===== src/rtl/cvdc_pkg.sv =====
// Shared types, constants and the direction lookup for the cost vector
// dominance compare block. No dependencies.
`timescale 1ns / 1ps

package cvdc_pkg;

  localparam logic [1:0] DIR_INC = 2'd1;
  localparam logic [1:0] DIR_DEC = 2'd2;
  localparam logic [1:0] DIR_NONE = 2'd0;

  localparam int POS_W = 5;
  localparam logic [POS_W-1:0] POS_MAX = 5'd31;
  localparam int TABLE_ENTRIES = 16;

  localparam int VALUE_W = 32;
  localparam int SUM_W = 33;
  localparam int RESULT_W = 2 * VALUE_W + SUM_W + 2;
  localparam int TDATA_W = ((RESULT_W + 7) / 8) * 8;
  localparam int IN_TDATA_W = 2 * VALUE_W;

  // Running dominance flags carried from element to element.
  typedef struct packed {
    logic no_worse;
    logic seen_better;
  } cvdc_flags_t;

  // One result word; the last field sits in the lowest bits.
  typedef struct packed {
    logic                      strictly_better;
    logic                      no_worse;
    logic signed [SUM_W-1:0]   element_sum;
    logic signed [VALUE_W-1:0] pessimistic_value;
    logic signed [VALUE_W-1:0] optimistic_value;
  } cvdc_result_t;

  // Direction of the element at a given position. Position 0 is the plan
  // length and always increasing; later positions read criterion pos-1.
  function automatic logic [1:0] direction_of(input logic [31:0] table_word,
                                              input logic [POS_W-1:0] pos,
                                              input logic [POS_W-1:0] max_crit);
    logic [POS_W-1:0] k;
    logic [1:0] dir;
    k = pos - 1'b1;
    dir = DIR_NONE;
    if (pos == '0) begin
      dir = DIR_INC;
    end else if ((k < max_crit) && (k < POS_W'(TABLE_ENTRIES))) begin
      dir = table_word[{k[3:0], 1'b0} +: 2];
    end
    return dir;
  endfunction

endpackage


===== src/rtl/cost_vector_dominance_compare_top.sv =====
// Top level of the cost vector dominance compare block: input register,
// running state, per-element logic and output register. Depends on cvdc_pkg,
// cvdc_elem and cvdc_out_reg.
`timescale 1ns / 1ps

// The block compares two cost vectors that arrive one element pair per input
// word, the final pair marked by s_axis_tlast. Each input word yields exactly
// one output word carrying the optimistic and pessimistic combination of the
// pair, their exact 33-bit sum, and the running no-worse and strictly-better
// flags; the flags are final on the word marked by m_axis_tlast, after which
// the running state starts over for the next vector. Element 0 is always
// treated as increasing; element i uses the two-bit direction code of
// criterion i-1 from the direction table (1 increasing, 2 decreasing, other
// codes and criteria past the table or past MAX_CRITERIA are ignored by the
// flags and give zero combinations). The block takes one word per clock
// cycle while the sink keeps up: one input register, then the compare,
// select and add logic feeding a single output register. While a finished
// result waits for the sink, an empty input register can still take one word.
// The direction table must only be written while no word is in flight.

module cost_vector_dominance_compare_top
  import cvdc_pkg::*;
#(
  parameter int MAX_CRITERIA = 16
) (
  input  logic                  clk,
  input  logic                  rst,
  // Configuration: direction table.
  input  logic                  cfg_wr_en,
  input  logic [31:0]           cfg_wr_data,
  // Input stream. tdata: first_value [31:0], second_value [63:32].
  input  logic                  s_axis_tvalid,
  output logic                  s_axis_tready,
  input  logic [IN_TDATA_W-1:0] s_axis_tdata,
  input  logic                  s_axis_tlast,
  // Result stream. tdata: optimistic_value [31:0], pessimistic_value [63:32],
  // element_sum [96:64], no_worse [97], strictly_better [98], zeros above.
  output logic                  m_axis_tvalid,
  input  logic                  m_axis_tready,
  output logic [TDATA_W-1:0]    m_axis_tdata,
  output logic                  m_axis_tlast
);

  localparam logic [POS_W-1:0] MaxCrit = POS_W'(MAX_CRITERIA);

  logic [31:0] direction_table;

  // Input register stage.
  logic                      s1_valid;
  logic signed [VALUE_W-1:0] s1_first;
  logic signed [VALUE_W-1:0] s1_second;
  logic                      s1_last;
  logic                      out_ready;
  logic                      s1_fire;

  // Running state of the vector being compared.
  logic [POS_W-1:0] position;
  logic [POS_W-1:0] position_next;
  cvdc_flags_t      flags;
  cvdc_flags_t      flags_next;
  cvdc_result_t     elem_result;
  logic [1:0]       dir;

  assign s1_fire = s1_valid & out_ready;
  assign s_axis_tready = ~s1_valid | out_ready;

  always_ff @(posedge clk) begin
    if (rst) begin
      direction_table <= '0;
    end else if (cfg_wr_en) begin
      direction_table <= cfg_wr_data;
    end
  end

  always_ff @(posedge clk) begin
    if (rst) begin
      s1_valid <= 1'b0;
    end else if (s_axis_tready) begin
      s1_valid <= s_axis_tvalid;
    end
  end

  always_ff @(posedge clk) begin
    if (s_axis_tvalid && s_axis_tready) begin
      s1_first <= s_axis_tdata[VALUE_W-1:0];
      s1_second <= s_axis_tdata[2*VALUE_W-1:VALUE_W];
      s1_last <= s_axis_tlast;
    end
  end

  assign dir = direction_of(direction_table, position, MaxCrit);

  cvdc_elem u_elem (
    .first_value  (s1_first),
    .second_value (s1_second),
    .dir          (dir),
    .flags_in     (flags),
    .flags_out    (flags_next),
    .result       (elem_result)
  );

  // Position saturates at its top value on overlong vectors.
  assign position_next = (position == POS_MAX) ? position : position + 1'b1;

  always_ff @(posedge clk) begin
    if (rst) begin
      position <= '0;
      flags.no_worse <= 1'b1;
      flags.seen_better <= 1'b0;
    end else if (s1_fire) begin
      if (s1_last) begin
        position <= '0;
        flags.no_worse <= 1'b1;
        flags.seen_better <= 1'b0;
      end else begin
        position <= position_next;
        flags <= flags_next;
      end
    end
  end

  cvdc_out_reg u_out_reg (
    .clk           (clk),
    .rst           (rst),
    .in_valid      (s1_valid),
    .in_ready      (out_ready),
    .in_result     (elem_result),
    .in_last       (s1_last),
    .m_axis_tvalid (m_axis_tvalid),
    .m_axis_tready (m_axis_tready),
    .m_axis_tdata  (m_axis_tdata),
    .m_axis_tlast  (m_axis_tlast)
  );

endmodule


===== src/rtl/cvdc_elem.sv =====
// Per-element compare, select, sum and running flag update.
// Depends on cvdc_pkg.
`timescale 1ns / 1ps

module cvdc_elem
  import cvdc_pkg::*;
(
  input  logic signed [VALUE_W-1:0] first_value,
  input  logic signed [VALUE_W-1:0] second_value,
  input  logic [1:0]                dir,
  input  cvdc_flags_t               flags_in,
  output cvdc_flags_t               flags_out,
  output cvdc_result_t              result
);

  logic gt;
  logic lt;
  logic is_inc;
  logic is_dec;
  logic signed [VALUE_W-1:0] hi;
  logic signed [VALUE_W-1:0] lo;

  assign gt = first_value > second_value;
  assign lt = first_value < second_value;
  assign is_inc = (dir == DIR_INC);
  assign is_dec = (dir == DIR_DEC);
  assign hi = gt ? first_value : second_value;
  assign lo = lt ? first_value : second_value;

  always_comb begin
    flags_out.no_worse = flags_in.no_worse & ~((is_inc & gt) | (is_dec & lt));
    flags_out.seen_better = flags_in.seen_better | (is_inc & lt) | (is_dec & gt);

    result.optimistic_value = '0;
    result.pessimistic_value = '0;
    if (is_inc) begin
      result.optimistic_value = hi;
      result.pessimistic_value = lo;
    end else if (is_dec) begin
      result.optimistic_value = lo;
      result.pessimistic_value = hi;
    end
    result.element_sum = {first_value[VALUE_W-1], first_value}
                       + {second_value[VALUE_W-1], second_value};
    result.no_worse = flags_out.no_worse;
    result.strictly_better = flags_out.no_worse & flags_out.seen_better;
  end

endmodule


===== src/rtl/cvdc_out_reg.sv =====
// Output register of the result stream; holds one word while the sink stalls.
// Depends on cvdc_pkg.
`timescale 1ns / 1ps

module cvdc_out_reg
  import cvdc_pkg::*;
(
  input  logic               clk,
  input  logic               rst,
  input  logic               in_valid,
  output logic               in_ready,
  input  cvdc_result_t       in_result,
  input  logic               in_last,
  output logic               m_axis_tvalid,
  input  logic               m_axis_tready,
  output logic [TDATA_W-1:0] m_axis_tdata,
  output logic               m_axis_tlast
);

  logic         valid;
  cvdc_result_t result_q;
  logic         last_q;

  assign in_ready = ~valid | m_axis_tready;

  always_ff @(posedge clk) begin
    if (rst) begin
      valid <= 1'b0;
    end else if (in_ready) begin
      valid <= in_valid;
    end
  end

  always_ff @(posedge clk) begin
    if (in_valid && in_ready) begin
      result_q <= in_result;
      last_q <= in_last;
    end
  end

  assign m_axis_tvalid = valid;
  assign m_axis_tdata = {{(TDATA_W - RESULT_W){1'b0}}, result_q};
  assign m_axis_tlast = last_q;

endmodule


===== config.mk =====
export PLATFORM = sky130hd
export DESIGN_NAME = cost_vector_dominance_compare_top
export DESIGN_NICKNAME = d
export VERILOG_FILES = /design/src/rtl/cvdc_pkg.sv /design/src/rtl/cost_vector_dominance_compare_top.sv /design/src/rtl/cvdc_elem.sv /design/src/rtl/cvdc_out_reg.sv
export SDC_FILE = /design/constraint.sdc
export NUM_CORES = 1
export LEC_CHECK = 0
export BUFFER_PORTS_ARGS = -buffer_cell sky130_fd_sc_hd__clkbuf_2
export CORE_AREA = 2 2 148 150
export CTS_CLUSTER_SIZE = 28
export DETAILED_ROUTE_END_ITERATION = 8
export DIE_AREA = 0 0 150 152
export HOLD_SLACK_MARGIN = 0.08
export MAX_ROUTING_LAYER = met4
export PLACE_DENSITY = 0.75
export SLEW_MARGIN = 0
export SYNTH_ARGS = -nofsm -noshare
export SYNTH_HDL_FRONTEND = slang
export SYNTH_SLANG_ARGS = --single-unit

===== constraint.sdc =====
create_clock -name clk -period 3.3 [get_ports clk]
set_input_delay 0 -clock clk [delete_from_list [all_inputs] [get_ports clk]]
set_output_delay 0 -clock clk [all_outputs]
set_load 0.01 [all_outputs]

==> results by group <==
Critical path
  – Critical Path Slowest Stage Cell: sky130_fd_sc_hd__or4_4
  – Worst Setup End Kind: register
  – Maximum cell stage delay along the critical path: 0.58 ns
  – Worst-case register-to-register setup slack: 0.11 ns
  – Signal arrival time at the worst endpoint: 3.45 ns
  – Data required time of the critical path: 3.56 ns
  – Kind of cell with the highest combined delay on the critical path: simple AND/OR/NAND/NOR gates
  – Beginning of the worst register-to-register path: s1_first[18]$_DFFE_PP_
  – Sort of element at the start of the critical path: register
  – Critical path peak fanout: 4
  – Worst Reg2Reg Path Length in Cells: 10
  – Worst R2R End: u_out_reg.m_axis_tdata[96]$_DFFE_PP_
  – Critical path, cell by cell: ha_1, or4_4, or3_4, a2111oi_4, nor2_2, a211oi_2, buf_4, a221o_1, a21oi_1, a21o_1
  – Number of buffers and inverters on the critical path: 1
  – CP Class: reg2reg

Timing
  – Tightest Pin Transition: 1.04 ns
  – F_max: 313 MHz
  – Final max-slew violation count: 0
  – Final worst path period need: 3.19 ns
  – Count of final setup violators: 0
  – Endpoints failing hold: 0
  – Relative max-transition margin: 0.305
  – Largest clock skew in the final design: 0.00801 ns
  – Worst Hold Margin: 0.171 ns
  – Share of the clock period used by the worst path after layout: 0.968

Placed design
  – Cells after DPL: 1313
  – Port buffer count: 203
  – RePlAce Congestion: 0.872
  – HPWL after detailed placement: 16.9 mm
  – Cell area reported after detailed placement: 11900 um^2

Die
  – Die height: 152 um
  – Core footprint: 21400 um^2
  – Die area: 22800 um^2
  – Num rows: 54
  – Starting Density: 0.486
  – Count of pins on the block boundary: 209
  – Chip Width: 150 um

Synth
  – Top cells by instance count after synthesis: sky130_fd_sc_hd__edfxtp_1 (165), sky130_fd_sc_hd__nor2_1 (78), sky130_fd_sc_hd__ha_1 (67)
  – Distinct cells, synth: 80
  – Top-area cell type share of the netlist area: 0.477
  – Leading area contributor after synthesis: sky130_fd_sc_hd__edfxtp_1
  – Dominant cell by count in the synthesized netlist: sky130_fd_sc_hd__edfxtp_1
  – Top_reg_cell synth: sky130_fd_sc_hd__edfxtp_1
  – Proportion of synthesized flip-flops having asynchronous set or reset: 0
  – Sequential-to-total area share from yosys stat: 0.556
  – Mapped Area: 10400 um^2
  – Number of synthesized register bits: 206
  – Average cell area after synthesis: 12.5 um^2
  – Count of flip-flops with a built-in enable after synthesis: 165
  – Yosys warns: 0
  – Top cells by area in the synthesized netlist: sky130_fd_sc_hd__edfxtp_1 (48%), sky130_fd_sc_hd__ha_1 (8.1%), sky130_fd_sc_hd__dfxtp_1 (7.9%)
  – Cells after synthesis: 831

Clocking
  – Bufs on Longest Clock Path: 3
  – Clock Tree Root: sky130_fd_sc_hd__clkbuf_16
  – Deepest level of the CTS H-tree: 1
  – Post-CTS clock slew at the launch and capture registers of the worst setup and hold paths: 0.06 ns
  – Clock tree from TritonCTS: yes
  – Clock sink total: 206
  – Number of buffers added by the clock tree synthesis step: 22
  – Worst-skew pair later-pin latency: 0.50 ns

Power
  – Leakage power figure: 0.00590 uW
  – Design Power: 7220 uW
  – Worst ir drop on vdd: 0.430 mV
  – Ratio of total power to cell area: 525 nW/um^2

Hold path
  – Cell count of the worst hold path: 2
  – Worst hold-check path type: in2reg
  – Min-Delay Endpoint: direction_table[1]$_SDFFE_PP0P_
  – Critical hold path startpoint: rst

Route
  – Initial DRC count: 430
  – Detailed-route via count: 7903
  – # DRC: 0
  – Via density per instance: 5.42
  – WL/cell: 17.3 um
  – Final routed wirelength across all metal layers: 25.2 mm
  – Detailed-router iteration count before antenna repair: 5
  – Post-route ant nets: 0

Global routing
  – Largest net degree at the start of global routing: 85
  – Grt ovf: 0
  – First-pass GRT wire length: 40.0 mm
  – Initial antenna violation count: 1
  – Vias in the first global route: 7784
  – Overall Global Routing Usage: 0.226

Layout
  – Post-synthesis to final-layout area growth: 32.5%
  – Final layout net count: 1330
  – Design area: 13800 um^2
  – Number of cells in the finished layout apart from fillers: 1457
  – Layout cells sized above 1: 0.267

Status
  – Outcome: completed

Job
  – # Max-Cap Violations: 0
## cells by family (layout without fill, tap and decap cells)
group	after synthesis	count (layout)	synth area share
other cells	1	6	0.000361
simple gates	169	169	0.0853
fa+ha+maj	68	68	0.0827
buf+inv	104	445	0.0463
compound gates	205	205	0.147
mux	49	49	0.0582
xor+xnor	29	29	0.0245
flops	206	206	0.556
## worst max-delay path by stage
stage | startpoint | endpoint | slack, ns | cells past startpoint
2_1_floorplan | position[0]$_SDFFE_PP0P_ | u_out_reg.m_axis_tdata[33]$_DFFE_PP_ | 0.16 | 13
5_1_grt | s1_first[14]$_DFFE_PP_ | u_out_reg.m_axis_tdata[15]$_DFFE_PP_ | -0.02 | 11
3_3_place_gp | s1_first[18]$_DFFE_PP_ | u_out_reg.m_axis_tdata[96]$_DFFE_PP_ | -0.04 | 10
3_5_place_dp | s1_first[18]$_DFFE_PP_ | u_out_reg.m_axis_tdata[96]$_DFFE_PP_ | -0.11 | 10
4_1_cts | s1_first[14]$_DFFE_PP_ | u_out_reg.m_axis_tdata[47]$_DFFE_PP_ | 0.004 | 9
6_report | s1_first[18]$_DFFE_PP_ | u_out_reg.m_axis_tdata[96]$_DFFE_PP_ | 0.11 | 10
## cell type report
cell class / instances / area (um^2)
Clock inverter: 13 / 226
Tap cell: 280 / 350
Fill cell: 1604 / 7590
Clock buffer: 27 / 591
Multi-Input combinational cell: 525 / 4230
Antenna cell: 1 / 2.50
Timing Repair Buffer: 339 / 2340
Sequential cell: 206 / 5780
Inverter: 66 / 251
## repair_timing
item,in CTS,in global routing
pin swaps,0,1
gates resized for setup,3,10
setup buffers,0,3
endpoints found under the setup margin,2,71
hold buffers,100,0
endpoints found under the hold margin,99,0
## state kept, by name, indices dropped and copies added, names as in the netlist
register	flops
direction_table	32
s1_second	32
position	5
s1_first	32
s1_last	1
u_out_reg.m_axis_tvalid	1
u_out_reg.m_axis_tlast	1
u_out_reg.m_axis_tdata	99
flags	2
s1_valid	1
## metal layers
layer / wire [um] / vias up / global-route usage
met5: 0 / - / -
met4: 521 / 0 / 0.0633
met3: 1680 / 37 / 0.0345
met2: 12200 / 298 / 0.372
met1: 10800 / 3789 / 0.290
li1: - / 3779 / -
## report_power, final
group	switching [uW]	leakage, uW	internal, uW
clock	1010	0.000392	1750
sequential	106	0.00191	3060
combinational	695	0.00360	607
## cell usage in the layout, fill, tap and decap left out, types with 10 or more instances in the layout
| master | count |
|---|---|
| sky130_fd_sc_hd__nor2_1 | 77 |
| sky130_fd_sc_hd__ha_1 | 65 |
| sky130_fd_sc_hd__clkbuf_16 | 23 |
| sky130_fd_sc_hd__inv_1 | 65 |
| sky130_fd_sc_hd__nand2b_1 | 10 |
| sky130_fd_sc_hd__o21ai_0 | 19 |
| sky130_fd_sc_hd__clkbuf_2 | 203 |
| sky130_fd_sc_hd__buf_4 | 32 |
| sky130_fd_sc_hd__edfxtp_1 | 165 |
| sky130_fd_sc_hd__dfxtp_1 | 41 |
| sky130_fd_sc_hd__mux2i_1 | 38 |
| sky130_fd_sc_hd__xnor2_1 | 21 |
| sky130_fd_sc_hd__a21oi_1 | 51 |
| sky130_fd_sc_hd__dlygate4sd3_1 | 100 |
| sky130_fd_sc_hd__a22o_1 | 62 |
## metrics by stage
| step | worst slack, ns | util | setup TNS [ns] |
|---|---|---|---|
| 2_1_floorplan | 0.158 | - | 0 |
| 3_3_place_gp | -0.0440 | 0.555 | -0.0440 |
| 3_5_place_dp | -0.111 | 0.555 | -0.111 |
| 4_1_cts | 0.00379 | 0.642 | 0 |
| 5_1_grt | -0.0167 | 0.645 | -0.119 |
| 6_report | 0.106 | 0.645 | 0 |
(Power assumes the default switching activity.)
